### src/sv/yrw_pkg.sv
package yrw_pkg;

    localparam int SCREEN_WIDTH_DEF  = 400;
    localparam int SCREEN_HEIGHT_DEF = 240;

    localparam int FRAME_WIDTH_RST  = 400;
    localparam int FRAME_HEIGHT_RST = 240;

    localparam int SAMPLE_W = 8;
    localparam int COORD_W  = 12;
    localparam int PIXEL_W  = 16;
    localparam int ADDR_W   = 17;

    localparam int IN_DATA_W  = 48;
    localparam int OUT_DATA_W = 40;

    localparam int CFG_IDX_W  = 1;
    localparam int CFG_DATA_W = 12;

    localparam logic [CFG_IDX_W-1:0] REG_FRAME_WIDTH  = 1'd0;
    localparam logic [CFG_IDX_W-1:0] REG_FRAME_HEIGHT = 1'd1;

    typedef struct packed {
        logic [COORD_W-1:0] width;
        logic [COORD_W-1:0] height;
    } yrw_area_t;

    typedef struct packed {
        logic adv1;
        logic adv2;
        logic adv3;
    } yrw_adv_t;

endpackage

### src/sv/yrw_cfg.sv
module yrw_cfg #(
    parameter int SCREEN_WIDTH  = yrw_pkg::SCREEN_WIDTH_DEF,
    parameter int SCREEN_HEIGHT = yrw_pkg::SCREEN_HEIGHT_DEF
) (
    input  logic                            aclk,
    input  logic                            aresetn,
    input  logic                            cfg_valid,
    input  logic [yrw_pkg::CFG_IDX_W-1:0]   cfg_index,
    input  logic [yrw_pkg::CFG_DATA_W-1:0]  cfg_data,
    output yrw_pkg::yrw_area_t              area
);
    import yrw_pkg::*;

    localparam int W_RST = (FRAME_WIDTH_RST < SCREEN_WIDTH) ? FRAME_WIDTH_RST : SCREEN_WIDTH;
    localparam int H_RST = (FRAME_HEIGHT_RST < SCREEN_HEIGHT) ? FRAME_HEIGHT_RST : SCREEN_HEIGHT;
    localparam logic [COORD_W:0] SW_EXT = (COORD_W+1)'(SCREEN_WIDTH);
    localparam logic [COORD_W:0] SH_EXT = (COORD_W+1)'(SCREEN_HEIGHT);

    logic [COORD_W-1:0] width_reg, width_next;
    logic [COORD_W-1:0] height_reg, height_next;
    logic [COORD_W-1:0] clip_w, clip_h;

    // store the size already clipped to the screen
    assign clip_w = ({1'b0, cfg_data} < SW_EXT) ? cfg_data : COORD_W'(SCREEN_WIDTH);
    assign clip_h = ({1'b0, cfg_data} < SH_EXT) ? cfg_data : COORD_W'(SCREEN_HEIGHT);

    always_comb begin
        width_next  = width_reg;
        height_next = height_reg;
        if (cfg_valid) begin
            unique case (cfg_index)
                REG_FRAME_WIDTH:  width_next  = clip_w;
                REG_FRAME_HEIGHT: height_next = clip_h;
            endcase
        end
    end

    always_ff @(posedge aclk) begin
        if (!aresetn) begin
            width_reg  <= COORD_W'(W_RST);
            height_reg <= COORD_W'(H_RST);
        end else begin
            width_reg  <= width_next;
            height_reg <= height_next;
        end
    end

    assign area.width  = width_reg;
    assign area.height = height_reg;

endmodule

### src/sv/yrw_color.sv
module yrw_color (
    input  logic                           aclk,
    input  yrw_pkg::yrw_adv_t              adv,
    input  logic [yrw_pkg::SAMPLE_W-1:0]   luma,
    input  logic [yrw_pkg::SAMPLE_W-1:0]   chroma_blue,
    input  logic [yrw_pkg::SAMPLE_W-1:0]   chroma_red,
    output logic [yrw_pkg::PIXEL_W-1:0]    pixel_rgb565
);
    import yrw_pkg::*;

    localparam int SUM_W = 19;
    localparam int SHR_W = SUM_W - 8;

    logic signed [8:0] y_c, u_c, v_c;

    logic signed [17:0] c_reg, c_next;
    logic signed [16:0] rv_reg, rv_next;
    logic signed [15:0] gu_reg, gu_next;
    logic signed [15:0] gv_reg, gv_next;
    logic signed [17:0] bu_reg, bu_next;

    logic signed [SUM_W-1:0] r_sum_reg, r_sum_next;
    logic signed [SUM_W-1:0] g_sum_reg, g_sum_next;
    logic signed [SUM_W-1:0] b_sum_reg, b_sum_next;

    logic [PIXEL_W-1:0] pixel_reg, pixel_next;
    logic [7:0] r8, g8, b8;

    function automatic logic [7:0] shift_clamp(input logic signed [SUM_W-1:0] v);
        logic signed [SHR_W-1:0] s;
        s = SHR_W'(v >>> 8);
        if (s < 0) begin
            return 8'd0;
        end else if (s > SHR_W'(255)) begin
            return 8'd255;
        end
        return s[7:0];
    endfunction

    assign y_c = $signed({1'b0, luma}) - 9'sd16;
    assign u_c = $signed({1'b0, chroma_blue}) - 9'sd128;
    assign v_c = $signed({1'b0, chroma_red}) - 9'sd128;

    assign c_next  = 18'(y_c) * 18'sd298 + 18'sd128;
    assign rv_next = 17'(v_c) * 17'sd409;
    assign gu_next = 16'(u_c) * 16'sd100;
    assign gv_next = 16'(v_c) * 16'sd208;
    assign bu_next = 18'(u_c) * 18'sd516;

    assign r_sum_next = SUM_W'(c_reg) + SUM_W'(rv_reg);
    assign g_sum_next = SUM_W'(c_reg) - SUM_W'(gu_reg) - SUM_W'(gv_reg);
    assign b_sum_next = SUM_W'(c_reg) + SUM_W'(bu_reg);

    assign r8 = shift_clamp(r_sum_reg);
    assign g8 = shift_clamp(g_sum_reg);
    assign b8 = shift_clamp(b_sum_reg);
    assign pixel_next = {r8[7:3], g8[7:2], b8[7:3]};

    always_ff @(posedge aclk) begin
        if (adv.adv1) begin
            c_reg  <= c_next;
            rv_reg <= rv_next;
            gu_reg <= gu_next;
            gv_reg <= gv_next;
            bu_reg <= bu_next;
        end
        if (adv.adv2) begin
            r_sum_reg <= r_sum_next;
            g_sum_reg <= g_sum_next;
            b_sum_reg <= b_sum_next;
        end
        if (adv.adv3) begin
            pixel_reg <= pixel_next;
        end
    end

    assign pixel_rgb565 = pixel_reg;

endmodule

### src/sv/yrw_addr.sv
module yrw_addr #(
    parameter int SCREEN_HEIGHT = yrw_pkg::SCREEN_HEIGHT_DEF
) (
    input  logic                          aclk,
    input  yrw_pkg::yrw_adv_t             adv,
    input  yrw_pkg::yrw_area_t            area,
    input  logic [yrw_pkg::COORD_W-1:0]   column,
    input  logic [yrw_pkg::COORD_W-1:0]   row,
    output logic                          in_frame,
    output logic [yrw_pkg::ADDR_W-1:0]    fb_address
);
    import yrw_pkg::*;

    localparam logic [ADDR_W-1:0] SH_A = ADDR_W'(SCREEN_HEIGHT);

    logic [ADDR_W-1:0]  col_prod_reg, col_prod_next;
    logic [COORD_W-1:0] flip_row_reg, flip_row_next;
    logic [ADDR_W-1:0]  addr_reg, addr_next;
    logic [ADDR_W-1:0]  out_reg;

    assign in_frame = (column < area.width) && (row < area.height);

    assign col_prod_next = ADDR_W'(column) * SH_A;
    assign flip_row_next = area.height - COORD_W'(1) - row;
    assign addr_next     = col_prod_reg + ADDR_W'(flip_row_reg);

    always_ff @(posedge aclk) begin
        if (adv.adv1) begin
            col_prod_reg <= col_prod_next;
            flip_row_reg <= flip_row_next;
        end
        if (adv.adv2) begin
            addr_reg <= addr_next;
        end
        if (adv.adv3) begin
            out_reg <= addr_reg;
        end
    end

    assign fb_address = out_reg;

endmodule

### src/sv/yuv_to_rgb565_rotated_writer.sv
// Converts one 4:2:0 source pixel per clock from limited-range BT.601 YUV to
// RGB565 and computes its address in a rotated, vertically flipped,
// column-major framebuffer (column * SCREEN_HEIGHT + visible height - 1 - row).
// The visible area is the configured frame size clipped to the screen; pixels
// outside it are dropped and produce no result. Results leave in input order
// through a three-stage pipeline (products, sums, clamp and pack); a new request
// is taken every cycle while the output side is ready or the pipeline has a free
// slot. Write frame_width (index 0) and frame_height (index 1) only while the
// pipeline is empty.
module yuv_to_rgb565_rotated_writer #(
    parameter int SCREEN_WIDTH  = yrw_pkg::SCREEN_WIDTH_DEF,
    parameter int SCREEN_HEIGHT = yrw_pkg::SCREEN_HEIGHT_DEF
) (
    input  logic                             aclk,
    input  logic                             aresetn,
    input  logic                             s_tvalid,
    output logic                             s_tready,
    // luma, chroma_blue, chroma_red, column, row
    input  logic [yrw_pkg::IN_DATA_W-1:0]    s_tdata,
    output logic                             m_tvalid,
    input  logic                             m_tready,
    // pixel_rgb565, fb_address, zero pad
    output logic [yrw_pkg::OUT_DATA_W-1:0]   m_tdata,
    input  logic                             cfg_valid,
    output logic                             cfg_ready,
    input  logic [yrw_pkg::CFG_IDX_W-1:0]    cfg_index,
    input  logic [yrw_pkg::CFG_DATA_W-1:0]   cfg_data
);
    import yrw_pkg::*;

    logic [SAMPLE_W-1:0] luma, chroma_blue, chroma_red;
    logic [COORD_W-1:0]  column, row;
    logic [PIXEL_W-1:0]  pixel_rgb565;
    logic [ADDR_W-1:0]   fb_address;

    yrw_area_t area;
    yrw_adv_t  adv;
    logic      in_frame;
    logic      ready1, ready2, ready3;

    logic v1_reg, v1_next;
    logic v2_reg, v2_next;
    logic v3_reg, v3_next;

    assign luma        = s_tdata[7:0];
    assign chroma_blue = s_tdata[15:8];
    assign chroma_red  = s_tdata[23:16];
    assign column      = s_tdata[35:24];
    assign row         = s_tdata[47:36];

    assign cfg_ready = 1'b1;

    yrw_cfg #(
        .SCREEN_WIDTH  (SCREEN_WIDTH),
        .SCREEN_HEIGHT (SCREEN_HEIGHT)
    ) u_cfg (
        .aclk      (aclk),
        .aresetn   (aresetn),
        .cfg_valid (cfg_valid),
        .cfg_index (cfg_index),
        .cfg_data  (cfg_data),
        .area      (area)
    );

    // advance a stage when its slot is empty or the next one moves
    assign ready3 = !v3_reg || m_tready;
    assign ready2 = !v2_reg || ready3;
    assign ready1 = !v1_reg || ready2;
    assign s_tready = ready1;

    assign adv.adv1 = ready1 && s_tvalid;
    assign adv.adv2 = ready2 && v1_reg;
    assign adv.adv3 = ready3 && v2_reg;

    assign v1_next = ready1 ? (s_tvalid && in_frame) : v1_reg;
    assign v2_next = ready2 ? v1_reg : v2_reg;
    assign v3_next = ready3 ? v2_reg : v3_reg;

    always_ff @(posedge aclk) begin
        if (!aresetn) begin
            v1_reg <= 1'b0;
            v2_reg <= 1'b0;
            v3_reg <= 1'b0;
        end else begin
            v1_reg <= v1_next;
            v2_reg <= v2_next;
            v3_reg <= v3_next;
        end
    end

    yrw_color u_color (
        .aclk         (aclk),
        .adv          (adv),
        .luma         (luma),
        .chroma_blue  (chroma_blue),
        .chroma_red   (chroma_red),
        .pixel_rgb565 (pixel_rgb565)
    );

    yrw_addr #(
        .SCREEN_HEIGHT (SCREEN_HEIGHT)
    ) u_addr (
        .aclk       (aclk),
        .adv        (adv),
        .area       (area),
        .column     (column),
        .row        (row),
        .in_frame   (in_frame),
        .fb_address (fb_address)
    );

    assign m_tvalid = v3_reg;
    assign m_tdata  = {(OUT_DATA_W - PIXEL_W - ADDR_W)'(0), fb_address, pixel_rgb565};

    a_drain_ready : assert property (@(posedge aclk) disable iff (!aresetn)
        m_tready |-> s_tready)
        else $error("input stalled while output side is ready");

    a_empty_ready : assert property (@(posedge aclk) disable iff (!aresetn)
        (!v1_reg && !v2_reg && !v3_reg) |-> s_tready)
        else $error("input stalled with an empty pipeline");

    a_out_source : assert property (@(posedge aclk) disable iff (!aresetn)
        $rose(m_tvalid) |-> $past(v2_reg))
        else $error("result appeared without a request in the sum stage");

endmodule

### config.mk
export PLATFORM = sky130hd
export DESIGN_NAME = yuv_to_rgb565_rotated_writer
export DESIGN_NICKNAME = d
export VERILOG_FILES = /design/src/sv/yrw_pkg.sv /design/src/sv/yrw_cfg.sv /design/src/sv/yrw_color.sv /design/src/sv/yrw_addr.sv /design/src/sv/yuv_to_rgb565_rotated_writer.sv
export SDC_FILE = /design/constraint.sdc
export NUM_CORES = 1
export LEC_CHECK = 0
export ABC_CLOCK_PERIOD_IN_PS = 5980
export BUFFER_PORTS_ARGS = -buffer_cell sky130_fd_sc_hd__buf_4
export CORE_MARGIN = 3
export CORE_UTILIZATION = 63
export CTS_BUF_LIST = sky130_fd_sc_hd__clkbuf_2 sky130_fd_sc_hd__clkbuf_4 sky130_fd_sc_hd__clkbuf_8
export DETAILED_ROUTE_END_ITERATION = 7
export PLACE_DENSITY = 0.83
export SLEW_MARGIN = 20
export SYNTH_ARGS = -nofsm -noshare
export SYNTH_HDL_FRONTEND = slang
export SYNTH_SLANG_ARGS = --single-unit
### constraint.sdc
create_clock -name aclk -period 5.98 [get_ports aclk]
set_input_delay 0.299 -clock aclk [delete_from_list [all_inputs] [get_ports aclk]]
set_output_delay 0.299 -clock aclk [all_outputs]
set_load 0.1 [all_outputs]
==> metrics.json <==
{
  "floorplan": {
    "ios": 109,
    "total_die_area_mm2": 0.0250,
    "design.core.area_mm2": 0.0227,
    "effective_utilization_at_floorplan_pct": 64.2,
    "floorplan.die.height_um": 158,
    "floorplan.die.width_um": 158,
    "placement_rows": 55
  },
  "timing": {
    "fin_tns_setup_ps": 0,
    "final-setup-viol-count": 0,
    "report.final.hold_viol_count": 0,
    "worst_pin_slew_ps": 1010,
    "finalWorstSetupSlack_ps": 1410,
    "max_transition_margin_pct": 32.3,
    "timing.clock.skew_ps": 21.0,
    "rsz0062_at_grt": "false",
    "period_needed_ps": 4570,
    "pins_over_slew_limit": 0,
    "timing.final.crit_share_pct": 76.4,
    "maxClockFrequency_ghz": 0.219
  },
  "worst_setup_path": {
    "timing.critical_path.slowest_stage_cell": "sky130_fd_sc_hd__fa_1",
    "timing.critical_path.cells": "buf_4 -> inv_1 -> ha_1 -> xor2_1 -> ha_1 -> ha_1 -> inv_1 -> fa_1 -> fa_1 -> inv_1 -> ha_1 -> and3_1 -> a221oi_2 -> xnor2_1 -> nand4_4 -> nor4b_2 -> nand2_1 -> nor2_1 -> xnor2_1",
    "critical_path_peak_fanout": 5,
    "arrival_ps": 4790,
    "critical_path.endpoint_type": "register",
    "critPathRequiredTime_ps": 6200,
    "critical_path.n_buffers_inverters": 4,
    "number_of_stages_on_the_worst_setup_path": 19,
    "top_cell_by_count_worst_path": "sky130_fd_sc_hd__ha_1",
    "crit_path_max_incr_delay_ps": 550,
    "cpLargestDelayFamily": "adder cells",
    "startpoint_kind_of_the_worst_setup_timing_path": "input port",
    "worst_r2r_path_depth": 11,
    "critPathKind": "in -> reg"
  },
  "cts": {
    "postCtsSetupRepairBufs": 0,
    "cts_tree": "built",
    "insertion_delay_ps": 470,
    "postCtsHoldBufs": 0,
    "cts_htree_levels": 4,
    "cts_buffers": 17,
    "clock_path_buffers": 2,
    "tritoncts_num_sinks": 198,
    "root_buffer": "sky130_fd_sc_hd__clkbuf_8",
    "postCtsResizedCells": 0,
    "worst_setup_hold_path_clk_slew_ps": 100
  },
  "layout": {
    "final_layout_size_suffix_gt1_share_pct": 11.2,
    "layout_common_cells": "259 x sky130_fd_sc_hd__ha_1, 215 x sky130_fd_sc_hd__inv_1, 171 x sky130_fd_sc_hd__edfxtp_1",
    "layout.cells.most_common": "sky130_fd_sc_hd__ha_1",
    "insertedDiodeCount": 0,
    "finish.cell_count_without_fillers": 1684,
    "area_growth_pct": 10.2,
    "final.fill_count": 1606,
    "finish.net_count": 1785
  },
  "global_routing": {
    "grt_use_total_pct": 21.6,
    "grt_pass1_wl_um": 42900,
    "grt_pass1_vias": 9207,
    "grt_max_degree": 66,
    "global_route.overflow_total": 0,
    "initial_antenna_violation_count": 0
  },
  "logic_synthesis": {
    "ys_seq_area_share_pct": 38.9,
    "ys_seq_elements": 198,
    "syn_area_per_cell_um2": 11.5,
    "ys_types": 57,
    "synthFlopType": "sky130_fd_sc_hd__edfxtp_1",
    "synth-async-reset-ratio_pct": 0,
    "synthesis.instances": 1272,
    "synth-edff-count": 171,
    "yosys_warnings": 0,
    "synthesis.area_mm2": 0.0146
  },
  "drt": {
    "drt-pass1-iter-count": 4,
    "detail_route.iter0.violations": 434,
    "route.detailed.vias_per_inst": 5.42,
    "wirelength_um": 26200,
    "final_antenna_net_count": 0,
    "detailroute.via_count": 9129,
    "avgRoutedWirePerCell_um": 15.5,
    "number_of_drc_violations_after_detailed_routing": 0
  },
  "power": {
    "areal_power_density_over_the_cells_mw_per_mm2": 356,
    "leakage_uw": 0.00748,
    "worst_ir_drop_vdd_uv": 230
  },
  "placed_design": {
    "gp_routability_congestion": 0.894,
    "pre_cts_slack_ps": 920,
    "port_buffers": 100,
    "place.detailed.instances": 1652,
    "hpwl_um": 21500
  },
  "hold_path": {
    "worstHoldPathType": "in -> reg",
    "hold_depth": 1
  },
  "run": {
    "cap_violations": 0
  },
  "status": {
    "run_status": "finished, final reports clean"
  }
}
==> through the flow <==
stage               area (um^2)  hold slack, ps  power, uW  util (%)
finish                    16100            48.7       5710      70.7
global route              16100            24.6       6190      70.7
CTS                       16100            25.6       5720      70.7
detailed placement        15700             405       4880      69.0
global placement          15700             401       4730      69.0
floorplan                 14600             398       4220         -
==> path summary, 6_finish.rpt <==
check	startpoint	endpoint	slack [ps]
worst min-delay path	s_tdata[0]	u_color.c_reg[1]	50
worst max register to register	u_color.gu_reg[4]	u_color.g_sum_reg[18]	2780
worst min register to register	u_addr.addr_reg[13]	u_addr.fb_address[13]	430
worst max-delay path	s_tdata[4]	u_color.c_reg[17]	1410
==> synthesized netlist by cell type (all sizes together) (4+ instances only) <==
cell type | n | area share (%)
a21boi | 4 | 0.21
nor3 | 29 | 1.0
nor2b | 12 | 0.52
o21a | 10 | 0.52
o211ai | 4 | 0.21
xnor2 | 80 | 4.8
nand2 | 24 | 0.62
a22oi | 10 | 0.52
nand2b | 9 | 0.39
xor2 | 30 | 1.8
o22ai | 5 | 0.21
clkbuf | 6 | 0.15
and3 | 8 | 0.34
ha | 259 | 22
or2 | 6 | 0.26
nand4 | 7 | 0.40
fa | 74 | 10
o21ai | 31 | 1.1
buf | 8 | 0.41
a21o | 35 | 1.8
edfxtp | 171 | 35
o21bai | 16 | 0.82
inv | 215 | 5.5
nand3 | 11 | 0.46
nor3b | 4 | 0.24
a21oi | 74 | 2.5
nor2 | 71 | 1.8
dfxtp | 27 | 3.7
==> kinds of logic (layout without fill, tap and decap cells) <==
logic type	Yosys count	in the layout	share of synthesized area [%]
compound gates	209	209	9.14
flops	198	198	38.9
mux	2	2	0.146
xor+xnor	110	110	6.61
simple gates	189	189	6.59
buf+inv	229	350	6.11
fa+ha+maj	333	333	32.4
other cells	2	8	0.0515
==> layer usage <==
layer | vias to the layer above | GRT usage, % | part of all wire (%) | routed length, um
li1 | 4587 | - | - | -
met3 | 28 | 3.61 | 3.7 | 968
met1 | 4353 | 29.5 | 46 | 12100
met5 | - | 0 | 0 | 0
met4 | 0 | 5.61 | 1.6 | 430
met2 | 161 | 36.2 | 48 | 12600
==> where the power goes <==
group	switching (uW)	internal, uW	total, uW
combinational	1590	1260	2850
clock	498	332	830
sequential	123	1910	2030
total	2210	3500	5710
==> cell type report <==
cell class / count / area [um^2] / share of cell area, %
Tap cell: 285 / 357 / 2.22
Inverter: 215 / 807 / 5.03
Clock buffer: 19 / 262 / 1.63
Clock inverter: 13 / 130 / 0.811
Timing Repair Buffer: 103 / 773 / 4.82
Multi-Input combinational cell: 851 / 8050 / 50.1
Sequential cell: 198 / 5680 / 35.4
(Power assumes the default switching activity.)
